### src/hw/rtl/hvd_pkg.sv
`timescale 1ns / 1ps
`default_nettype none

package hvd_pkg;

  localparam int unsigned DATA_W    = 32;
  localparam int unsigned CFG_IDX_W = 3;
  localparam int unsigned TC_W      = 3;

  // register map: coefficients sit at their own power, term count after them
  localparam logic [CFG_IDX_W-1:0] REG_TERM_COUNT = 3'd6;
  localparam logic [TC_W-1:0]      TC_RESET       = 3'd1;

  localparam logic signed [DATA_W-1:0] SAT_MAX = 32'sh7fff_ffff;
  localparam logic signed [DATA_W-1:0] SAT_MIN = 32'sh8000_0000;

  typedef enum logic [1:0] {
    S_IDLE,
    S_RUN,
    S_DONE
  } state_e;

  // control handed to every coefficient cell
  typedef struct packed {
    logic load;   // copy the neighbor's coefficient into the work slot
    logic shift;  // take the neighbor's work slot
  } cell_ctrl_t;

endpackage

`default_nettype wire

### src/hw/rtl/hvd_step.sv
`timescale 1ns / 1ps
`default_nettype none

// One Horner multiply-add: addend + ((mul_a * x) >>> FRAC_BITS), saturated to 32 bits.
module hvd_step #(
  parameter int unsigned FRAC_BITS = 16
) (
  input  wire logic signed [hvd_pkg::DATA_W-1:0] mul_a_i,
  input  wire logic signed [hvd_pkg::DATA_W-1:0] x_i,
  input  wire logic signed [hvd_pkg::DATA_W-1:0] addend_i,
  output      logic signed [hvd_pkg::DATA_W-1:0] sum_o,
  output      logic                             sat_o
);
  import hvd_pkg::*;

  localparam int unsigned PROD_W = 2 * DATA_W;
  localparam int unsigned SUM_W  = PROD_W + 1;

  logic signed [PROD_W-1:0] prod;
  logic signed [PROD_W-1:0] prod_sh;
  logic signed [SUM_W-1:0]  sum;

  always_comb begin
    prod    = PROD_W'(mul_a_i) * PROD_W'(x_i);
    prod_sh = prod >>> FRAC_BITS;
    sum     = SUM_W'(addend_i) + SUM_W'(prod_sh);
    // in range only if every bit above the sign of a 32-bit result agrees
    sat_o   = !((&sum[SUM_W-1:DATA_W-1]) || !(|sum[SUM_W-1:DATA_W-1]));
    if (sat_o) begin
      sum_o = sum[SUM_W-1] ? SAT_MIN : SAT_MAX;
    end else begin
      sum_o = sum[DATA_W-1:0];
    end
  end

endmodule

`default_nettype wire
### config.mk
export PLATFORM = sky130hd
export DESIGN_NAME = hvd_step
export DESIGN_NICKNAME = d
export VERILOG_FILES = /design/src/hw/rtl/hvd_pkg.sv /design/src/hw/rtl/hvd_step.sv
export SDC_FILE = /design/constraint.sdc
export NUM_CORES = 2
export LEC_CHECK = 0
export ABC_AREA = 1
export BUFFER_PORTS_ARGS = -buffer_cell sky130_fd_sc_hd__buf_2
export CORE_MARGIN = 1
export CORE_UTILIZATION = 50
export DETAILED_ROUTE_END_ITERATION = 6
export GPL_TIMING_DRIVEN = 0
export PLACE_DENSITY = 0.66
export SETUP_SLACK_MARGIN = 0.05
export SYNTH_ARGS = -nofsm -noshare
export SYNTH_HDL_FRONTEND = slang
export SYNTH_SLANG_ARGS = --single-unit
### constraint.sdc
create_clock -name vclk -period 14.12
set_input_delay 2.118 -clock vclk [all_inputs]
set_output_delay 2.118 -clock vclk [all_outputs]
set_load 0.01 [all_outputs]
Word-level counts from Yosys, hierarchy flattened --
Index checks and enable logic that the tools add are counted.
Cells by class: add/sub/neg operators 1, multipliers 1, muxes and demuxes 2, reductions and logical operators 5
Operators by type and width (number):
- multiplier 32 x 32 -> 64 bit | 1
- two-way mux 32 bit | 2
- adder 32 x 48 -> 49 bit | 1
- AND reduction 34 bit | 1
- OR reduction 34 bit | 1
- zero test 1 bit | 2
- logical OR 1 bit | 1
Storage, ports and cells: bits in registers 0, bits of input ports 96, word-level logic and storage cells 9

Logic depth before layout (Yosys ltp) --
depth after elaboration 6, mapped depth 52, depth with buffers taken out 50

Worst setup path after synthesis --
OpenSTA, ideal clock, no wires.
kind input-to-output, start in mul_a_i[31] in the netlist's numbering, end out sum_o[25] in the netlist's numbering, arrival 10.873 ns, path slack 1.129 ns, stages on the path 39, buffers on the path 2, cells stage by stage clkbuf_1 -> nand2_1 -> inv_1 -> fa_1 -> fa_1 -> fa_1 -> fa_1 -> inv_1 -> fa_1 -> inv_1 -> fa_1 -> inv_1 -> fa_1 -> inv_1 -> fa_1 -> ha_1 -> nand2_1 -> nor2_1 -> [... 3 more ...] -> o211ai_1 -> xor2_1 -> ha_1 -> a21o_1 -> a21oi_1 -> nand2_1 -> a21oi_1 -> nand3_1 -> nand2_1 -> nand2_1 -> nor2_1 -> nand2_1 -> nor2_2 -> nand3_2 -> nand2_2 -> buf_6 -> nand2_1 -> nand2_1
On the way: word-level cells in the longest chain between the ends 6, elaborated cells on any way between the ends 8
Ends and longest elaborated chain:
- start: declaration | RTL line hvd_step.sv:8 | input wire logic signed [hvd_pkg::DATA_W-1:0] mul_a_i,
- multiplier 32 x 32 -> 64 bit (*) | RTL line hvd_step.sv:24 | prod = PROD_W'(mul_a_i) * PROD_W'(x_i);
- adder 32 x 48 -> 49 bit (*) | RTL line hvd_step.sv:26 | sum = SUM_W'(addend_i) + SUM_W'(prod_sh);
- OR reduction 34 bit | RTL line hvd_step.sv:28 | sat_o = !((&sum[SUM_W-1:DATA_W-1]) || !(|sum[SUM_W-1:DATA_W-1]));
- zero test 1 bit | RTL line hvd_step.sv:28
- logical OR 1 bit | RTL line hvd_step.sv:28
- two-way mux 32 bit (*) | RTL line hvd_step.sv:29 | if (sat_o) begin
- end: declaration | RTL line hvd_step.sv:11 | output logic signed [hvd_pkg::DATA_W-1:0] sum_o,
Every way passes the cells marked *; elsewhere a longest branch is shown, timed or not.

Final worst setup path --
start in x_i[9] in the netlist's numbering, end out sum_o[27] in the netlist's numbering
On the way: word-level cells in the longest chain between the ends 6, elaborated cells on any way between the ends 8
Ends and longest elaborated chain:
- start: declaration | RTL line hvd_step.sv:9 | input wire logic signed [hvd_pkg::DATA_W-1:0] x_i,
- multiplier 32 x 32 -> 64 bit (*) | RTL line hvd_step.sv:24
- adder 32 x 48 -> 49 bit (*) | RTL line hvd_step.sv:26
- OR reduction 34 bit | RTL line hvd_step.sv:28
- zero test 1 bit | RTL line hvd_step.sv:28
- logical OR 1 bit | RTL line hvd_step.sv:28
- two-way mux 32 bit (*) | RTL line hvd_step.sv:29
Marked as above.

==> summary.md <==
| Metric | Value |
|---|---|
| HP Class | `primary input to output pin` |
| Slowest-stage cell, CP | `fa_2` |
| Horiz. Die Dim | `291.1 um` |
| DR WL/cell | `22.47 um` |
| Pre-CTS WS | `-1.755 ns` |
| Setup ws final | `0.2723 ns` |
| Vias per std cell | `5.327` |
| Yosys top cell area share | `51.84%` |
| Area of placed instances | `43770 um^2` |
| Synthesized area per cell | `7.521 um^2` |
| Most frequent CP cell | `nand2_1` |
| Vias in the first global route | `37480` |
| Overall die area | `84730 um^2` |
| Crit path max fanout | `10` |
| Pre-Repair DR Iteration Count | `6` |
| GP Congestion | `1.036` |
| Max-slew violations | `0` |
| Worst Tran Pin Value | `0.8697 ns` |
| Count of different cell masters after synthesis | `38` |
| Initial antenna violation count | `4` |
| Num rows | `105` |
| DPL Wire Length | `132.8 mm` |
| Total track usage | `36.93%` |
| WL final | `152.6 mm` |
| Sequential cells | `0` |
| Global route overflow | `0` |
| Drc violations | `0` |
| Largest net degree at the start of global routing | `21` |
| Post-route cell area | `45230 um^2` |
| # port buffers | `129` |
| FF/Latch Area | `0 um^2` |
| Synth cell count leaders | `1710 x inv_1, 1615 x nand2_1, 1082 x fa_1` |
| Status | `finished, final reports clean` |
| Syn-to-layout area delta | `8.243%` |
| Slew margin rel. | `42.02%` |
| Layout cells sized above 1 | `9.042%` |
| Bufs and invs on worst path | `10` |
| Dominant cells by area after synthesis | `fa_1 52%, inv_1 15%, nand2_1 15%` |
| Post-Syn Nets | `6964` |
| Mapped Cells | `5556` |
| Core Region | `82370 um^2` |
| Post-Syn Area | `41790 um^2` |
| Fmax | `72.21 MHz` |
| Min Hold Slack | `4.641 ns` |
| Dominant cell type by area after synthesis | `fa_1` |
| Worst Setup End Kind | `output pin` |
| Clk_buf instances | `0` |
| Top-count cell post-synth | `inv_1` |
| DR vias | `36180` |
| RSZ-0062 raised after global routing | `no` |
| Worst setup SP type | `primary input` |
| Final Hold Vio Count | `0` |
| Share of the yosys chip area belonging to registers | `0%` |
| Post-route ant nets | `0` |
| Initial drt markers | `3379` |
| Nets | `7128` |
| Setup_tns | `0 ns` |
| First-pass GRT wire length | `231.3 mm` |
| Worst path top cell family by delay | `adder cells` |
| Worst endpoint required time | `12.00 ns` |
| Slowest stage delay, CP | `0.70 ns` |
| Max cap viols | `0` |
| Die Y | `291.1 um` |
| Initial Utilization | `50.73%` |
| Part of the cycle the worst path needs | `98.07%` |
| Number of I/O pins | `129` |
| WP data arrival | `11.73 ns` |
| Finish-stage setup viols | `0` |
| Worst setup path class | `primary input to output pin` |
| Ys Warns | `0` |
| Fin crit period | `13.85 ns` |
final timing paths:
kind | startpoint | endpoint | slack [ns] | cells after the start
min | addend_i[0] | sum_o[0] | 4.64 | 5
max | x_i[9] | sum_o[27] | 0.27 | 45
cell type report:
class / count / area [um^2]
diodes: 4 / 10.01
plain buffers: 199 / 1384
fillers: 8046 / 37140
inverters: 1710 / 6430
multi-input cells: 3647 / 35120
well taps: 1070 / 1339
repair buffers: 162 / 945.9
layer usage:
layer  track usage [%]  part of all wire (%)  vias up
li1                  -                     -    15870
met4             17.95                   6.3        8
met5                 0                 0.035        -
met2             58.87                    45     1813
met3             8.216                    11      418
met1             47.67                    37    18070
cells by family after synthesis:
group	Yosys count	share of synthesized area [%]
adder cells (fa/ha/maj)	1312	58.72
AND/OR/NAND/NOR	1995	18.80
XOR/XNOR	95	1.991
buffers and inverters	1909	17.23
AO/OA/AOI/OAI	245	3.255
metrics by stage:
stage,instances,util [%]
global placement,6755,53.14
floorplan,5556,-
global route,6788,54.90
detailed placement,6755,53.14
CTS,6765,53.72
finish,6792,54.91
cell usage in the layout, fill, tap and decap left out, types with 33 or more instances in the layout:
master and n:
inv_1 1705, buf_2 134, fa_1 1050, nand3_1 59, buf_4 59, xor2_1 60, clkbuf_2 79, a21oi_1 117
clkbuf_4 50, ha_1 196, nand4_1 38, xnor2_1 33, o21ai_0 46, nand2_1 1609, nor2_1 189
repair_timing:
item	CTS	global route
hold buffers	0	0
setup buffers	10	23
pin swaps	5	18
gates resized for setup	214	425
setup endpoints to repair	33	32
cloned	0	0
