## src/hw/rtl/hvd_pkg.sv

```systemverilog
`timescale 1ns / 1ps
`default_nettype none

package hvd_pkg;

  localparam int unsigned DATA_W    = 32;
  localparam int unsigned CFG_IDX_W = 3;
  localparam int unsigned TC_W      = 3;

  // register map: coefficients sit at their own power, term count after them
  localparam logic [CFG_IDX_W-1:0] REG_TERM_COUNT = 3'd6;
  localparam logic [TC_W-1:0]      TC_RESET       = 3'd1;

  localparam logic signed [DATA_W-1:0] SAT_MAX = 32'sh7fff_ffff;
  localparam logic signed [DATA_W-1:0] SAT_MIN = 32'sh8000_0000;

  typedef enum logic [1:0] {
    S_IDLE,
    S_RUN,
    S_DONE
  } state_e;

  // control handed to every coefficient cell
  typedef struct packed {
    logic load;   // copy the neighbor's coefficient into the work slot
    logic shift;  // take the neighbor's work slot
  } cell_ctrl_t;

endpackage

`default_nettype wire

```

## src/hw/rtl/hvd_cell.sv

```systemverilog
`timescale 1ns / 1ps
`default_nettype none

module hvd_cell (
  input  wire logic                             clk_i,
  input  wire logic                             rst_ni,
  input  wire logic                             cfg_we_i,
  input  wire logic signed [hvd_pkg::DATA_W-1:0] cfg_data_i,
  input  wire hvd_pkg::cell_ctrl_t              ctrl_i,
  input  wire logic signed [hvd_pkg::DATA_W-1:0] prev_coef_i,
  input  wire logic signed [hvd_pkg::DATA_W-1:0] prev_work_i,
  output      logic signed [hvd_pkg::DATA_W-1:0] coef_o,
  output      logic signed [hvd_pkg::DATA_W-1:0] work_o
);
  import hvd_pkg::*;

  logic signed [DATA_W-1:0] coef_q;
  logic signed [DATA_W-1:0] work_q, work_d;

  always_ff @(posedge clk_i or negedge rst_ni) begin
    if (!rst_ni) begin
      coef_q <= '0;
    end else if (cfg_we_i) begin
      coef_q <= cfg_data_i;
    end
  end

  always_comb begin
    work_d = work_q;
    if (ctrl_i.load) begin
      work_d = prev_coef_i;
    end else if (ctrl_i.shift) begin
      work_d = prev_work_i;
    end
  end

  always_ff @(posedge clk_i) begin
    work_q <= work_d;
  end

  assign coef_o = coef_q;
  assign work_o = work_q;

endmodule

`default_nettype wire

```

## config.mk

```make
export PLATFORM = sky130hd
export DESIGN_NAME = hvd_cell
export DESIGN_NICKNAME = d
export VERILOG_FILES = /design/src/hw/rtl/hvd_pkg.sv /design/src/hw/rtl/hvd_cell.sv
export SDC_FILE = /design/constraint.sdc
export NUM_CORES = 1
export LEC_CHECK = 0
export ABC_AREA = 0
export BUFFER_PORTS_ARGS = -buffer_cell sky130_fd_sc_hd__clkbuf_2
export CAP_MARGIN = 20
export CORE_ASPECT_RATIO = 1.4
export CORE_MARGIN = 8
export CORE_UTILIZATION = 47
export DETAILED_ROUTE_END_ITERATION = 6
export PLACE_DENSITY_LB_ADDON = 0.15
export SYNTH_ARGS = -nofsm -noshare
export SYNTH_HDL_FRONTEND = slang
export SYNTH_SLANG_ARGS = --single-unit
export TNS_END_PERCENT = 5
```

## constraint.sdc

```tcl
create_clock -name clk_i -period 1.6 [get_ports clk_i]
set_input_delay 0.08 -clock clk_i [delete_from_list [all_inputs] [get_ports clk_i]]
set_output_delay 0.08 -clock clk_i [all_outputs]
set_load 0.05 [all_outputs]
```

=== Yosys cells after proc, flatten, opt, wreduce, memory -nomap -nowiden ===
Cells that the tools add are included.

* Bits in registers: 64
* Latch bits: 0
* Memory bits (writable): 0
* Memory bits (read-only): 0
* Input bits: 101
* Output and inout port bits: 64
* Word-level logic and storage cells: 5
* Memories: 0

* Add/sub/neg operators: 0
* Multiply operators: 0
* Divide/modulo/power cells: 0
* Magnitude comparators: 0
* Equality and inequality tests: 0
* Shifts and indexed selects: 0
* Muxes and demuxes: 2
* Bitwise gates (word level): 0
* Reduce and logical (&&, ||, !) cells: 1

{| class="wikitable"
|+ Operator list
! cell !! count
|-
| 32-bit 2-to-1 mux || 2
|-
| 2-bit nonzero test || 1
|}

=== Depth between registers and ports, before layout ===
* Depth after elaboration: 2
* Mapped depth: 3
* Gate-level depth less buffers: 1

=== Least setup slack after synthesis ===
OpenSTA, ideal clock, no wires.

* Kind: input port to flip-flop
* From: input ctrl_i[1] in the netlist's numbering
* To: register work_q[0] (netlist: work_o[0]) (enable)
* Setup time: 390 ps
* Data arrival time: 1,102 ps
* Required time: 1,210 ps
* Path slack: 107 ps
* Stages on the path: 3
* Path buffers: 2
* Cell sequence: buf_6 buf_12 or2_1

* Longest elaborated chain between the ends: 1

{| class="wikitable"
|+ Ends and longest elaborated chain
! item !! RTL line !! RTL
|-
| start: declaration || hvd_cell.sv:9 || <nowiki>input wire hvd_pkg::cell_ctrl_t ctrl_i,</nowiki>
|-
| 2-bit nonzero test (no line) || -- ||
|-
| end signal: assignment || hvd_cell.sv:38 || <nowiki>work_q <= work_d;</nowiki>
|-
| end: declaration || hvd_cell.sv:18 || <nowiki>logic signed [DATA_W-1:0] work_q, work_d;</nowiki>
|}

No other way between the ends.
A chain may end at the register's enable or synchronous reset.

=== Worst setup path in the final report ===
* From: register coef_q[13] (netlist: coef_o[13])
* To: output coef_o[13] in the netlist's numbering

{| class="wikitable"
|+ RTL lines
! item !! RTL line !! RTL
|-
| start: declaration || hvd_cell.sv:17 || <nowiki>logic signed [DATA_W-1:0] coef_q;</nowiki>
|-
| start signal: assignment || hvd_cell.sv:24 || <nowiki>coef_q <= cfg_data_i;</nowiki>
|-
| end: declaration || hvd_cell.sv:12 || <nowiki>output logic signed [hvd_pkg::DATA_W-1:0] coef_o,</nowiki>
|}

No word-level cell between the ends.

==> flow_summary.json <==
{
  "status": "finished clean",
  "drt-total-wl_um": 7530,
  "relSlewSlack_pct": 47.1,
  "endpoint_kind": "output pin",
  "gp_congestion": 0.670,
  "cpMaxStageDelayCell": "dfrtp_1",
  "yosysUniqueCellTypes": 7,
  "final_hold_viol_count": 0,
  "cp_cell_sequence": "clkbuf_2",
  "grt_max_degree": 33,
  "period_share_pct": 67.2,
  "cts.repair.resized": 0,
  "vias": 1936,
  "ys_top_cells_by_area": "edfxtp_1, mux2_4, dfrtp_1",
  "synth_seq_cells": 64,
  "yosysTopAreaCell": "edfxtp_1",
  "regArea_mm2": 0.00176,
  "final.setup.worst_slack_ps": 524,
  "areaGrowthSynthToFinish_pct": 47.1,
  "cts_tree": "built",
  "dpl.hpwl_um": 5300,
  "critPathLaunchType": "register",
  "antenna_found_initial": 1,
  "synth_warnings": 0,
  "setup-tns-final_ps": 0,
  "die_w_um": 81.8,
  "slowest_delay_ps": 380,
  "clk_pin_slew_ps": 70,
  "hold_path_class": "primary input to register",
  "fin_worst_skew_ps": 0,
  "fin_hold_ws_ps": 44.1,
  "slew_viol_final": 0,
  "rsz0062_at_grt": "no",
  "power_leakage_nw": 2.16,
  "critPathArrivalTime_ps": 1000,
  "fin_util_pct": 71.6,
  "multi_input_area_um2": 948,
  "clock-sinks": 64,
  "cp.required_ps": 1520,
  "vdd_ir_drop_max_uv": 522,
  "final_common_cell": "clkbuf_2",
  "path_delay_family": "flip-flops",
  "r2r_setup_slack_ps": 810,
  "viasPerCell": 4.62,
  "path_buf_inv": 1,
  "postSynthCellCount": 137,
  "route.detailed.drc": 0,
  "coreArea_mm2": 0.00586,
  "cts_made_buffers": 9,
  "rows": 33,
  "setup_viol": 0,
  "ctsHtreeMaxLevel": 3,
  "total_power_mw": 4.56,
  "syn_area_mm2": 0.00285,
  "cts_setup_buffers": 0,
  "die_y_um": 108,
  "wl_per_cell_um": 18.0,
  "critPathMaxFanout": 2,
  "ios": 165,
  "avgSynthCellArea_um2": 20.8,
  "cts_buffer_depth": 2,
  "layout-drive-gt1-share_pct": 71.0,
  "fin_crit_ps": 1080,
  "max_freq_mhz": 929,
  "final_cell_mix": "clkbuf_2, mux2_4, dlygate4sd3_1",
  "initial_utilization_pct": 48.7,
  "grt_pass1_vias": 2296,
  "port_buffers": 164,
  "grt_use_total_pct": 17.1,
  "yosysSeqAreaShare_pct": 61.8,
  "fin_nets": 444,
  "synth_top_area_share_pct": 33.7,
  "die_area_mm2": 0.00885,
  "synth_nets": 238,
  "pre_cts_slack_ps": 327,
  "grt_pass1_wl_um": 11500,
  "worstMarginPinSlew_ps": 794,
  "drv_cap": 0,
  "overflow": 0,
  "firstDrtPassIters": 6,
  "power.density_mw_per_mm2": 1090,
  "fillerInstances": 408,
  "cts_hold_buf": 33,
  "clock_latency_ps": 330,
  "root_buffer": "clkbuf_8",
  "critical_path_class": "register to output pin",
  "first_iter_violations": 68,
  "ant_nets": 0
}
==> state kept, by name (all words and copies together) (netlist names) <==
name / cells
coef_o: 32
work_o: 32
==> logic make-up after synthesis <==
| family | Yosys count | synth area share (%) |
|---|---|---|
| buffers and inverters | 8 | 5.00 |
| DFF | 64 | 61.8 |
| muxes | 64 | 33.0 |
| and+or+nand+nor | 1 | 0.219 |
==> power breakdown <==
part	internal, mW	switching [mW]	total [mW]	leakage [nW]
combinational	0.470	0.865	1.33	1.36
sequential	1.92	0.0740	1.99	0.700
clock	0.651	0.577	1.23	0.0923
==> cell usage after synthesis <==
library cell,count
mux2_4,59
edfxtp_1,32
buf_12,6
or2_1,1
dfrtp_1,32
mux2_2,5
buf_6,2
==> stage by stage <==
step / cells / area (um2)
after global routing: 419 / 4200
after global placement: 369 / 3690
after detailed placement: 369 / 3690
final: 419 / 4200
after CTS: 418 / 4190
after floorplan: 137 / 2850
==> layer usage <==
| metal | part of all wire [%] | routed length, um | track usage (%) |
|---|---|---|---|
| met5 | 0 | 0 | 0 |
| met4 | 1.4 | 103 | 5.92 |
| met3 | 11 | 865 | 8.06 |
| met2 | 51 | 3810 | 28.6 |
| met1 | 37 | 2750 | 18.4 |
==> layout make-up <==
cell class / instances / area share, %
sequential: 64 / 42.0
timing repair buffer: 203 / 29.1
multi-input combinational: 65 / 22.6
clock buffer: 13 / 3.82
tap: 70 / 2.09
clock inverter: 3 / 0.358
antenna: 1 / 0.0596
==> final timing paths <==
path / start / endpoint / cells past startpoint
max: coef_o[13]$_DFFE_PN0P_ / coef_o[13] / 1
min: prev_work_i[19] / work_o[19]$_DFFE_PP_ / 2
max reg2reg: coef_o[13]$_DFFE_PN0P_ / coef_o[13]$_DFFE_PN0P_ / 1
min reg2reg: coef_o[31]$_DFFE_PN0P_ / coef_o[31]$_DFFE_PN0P_ / 1
max in group asynchronous: rst_ni / coef_o[28]$_DFFE_PN0P_ / 2
min in group asynchronous: rst_ni / coef_o[15]$_DFFE_PN0P_ / 2
Note: power is estimated with default switching activity, not from simulation.
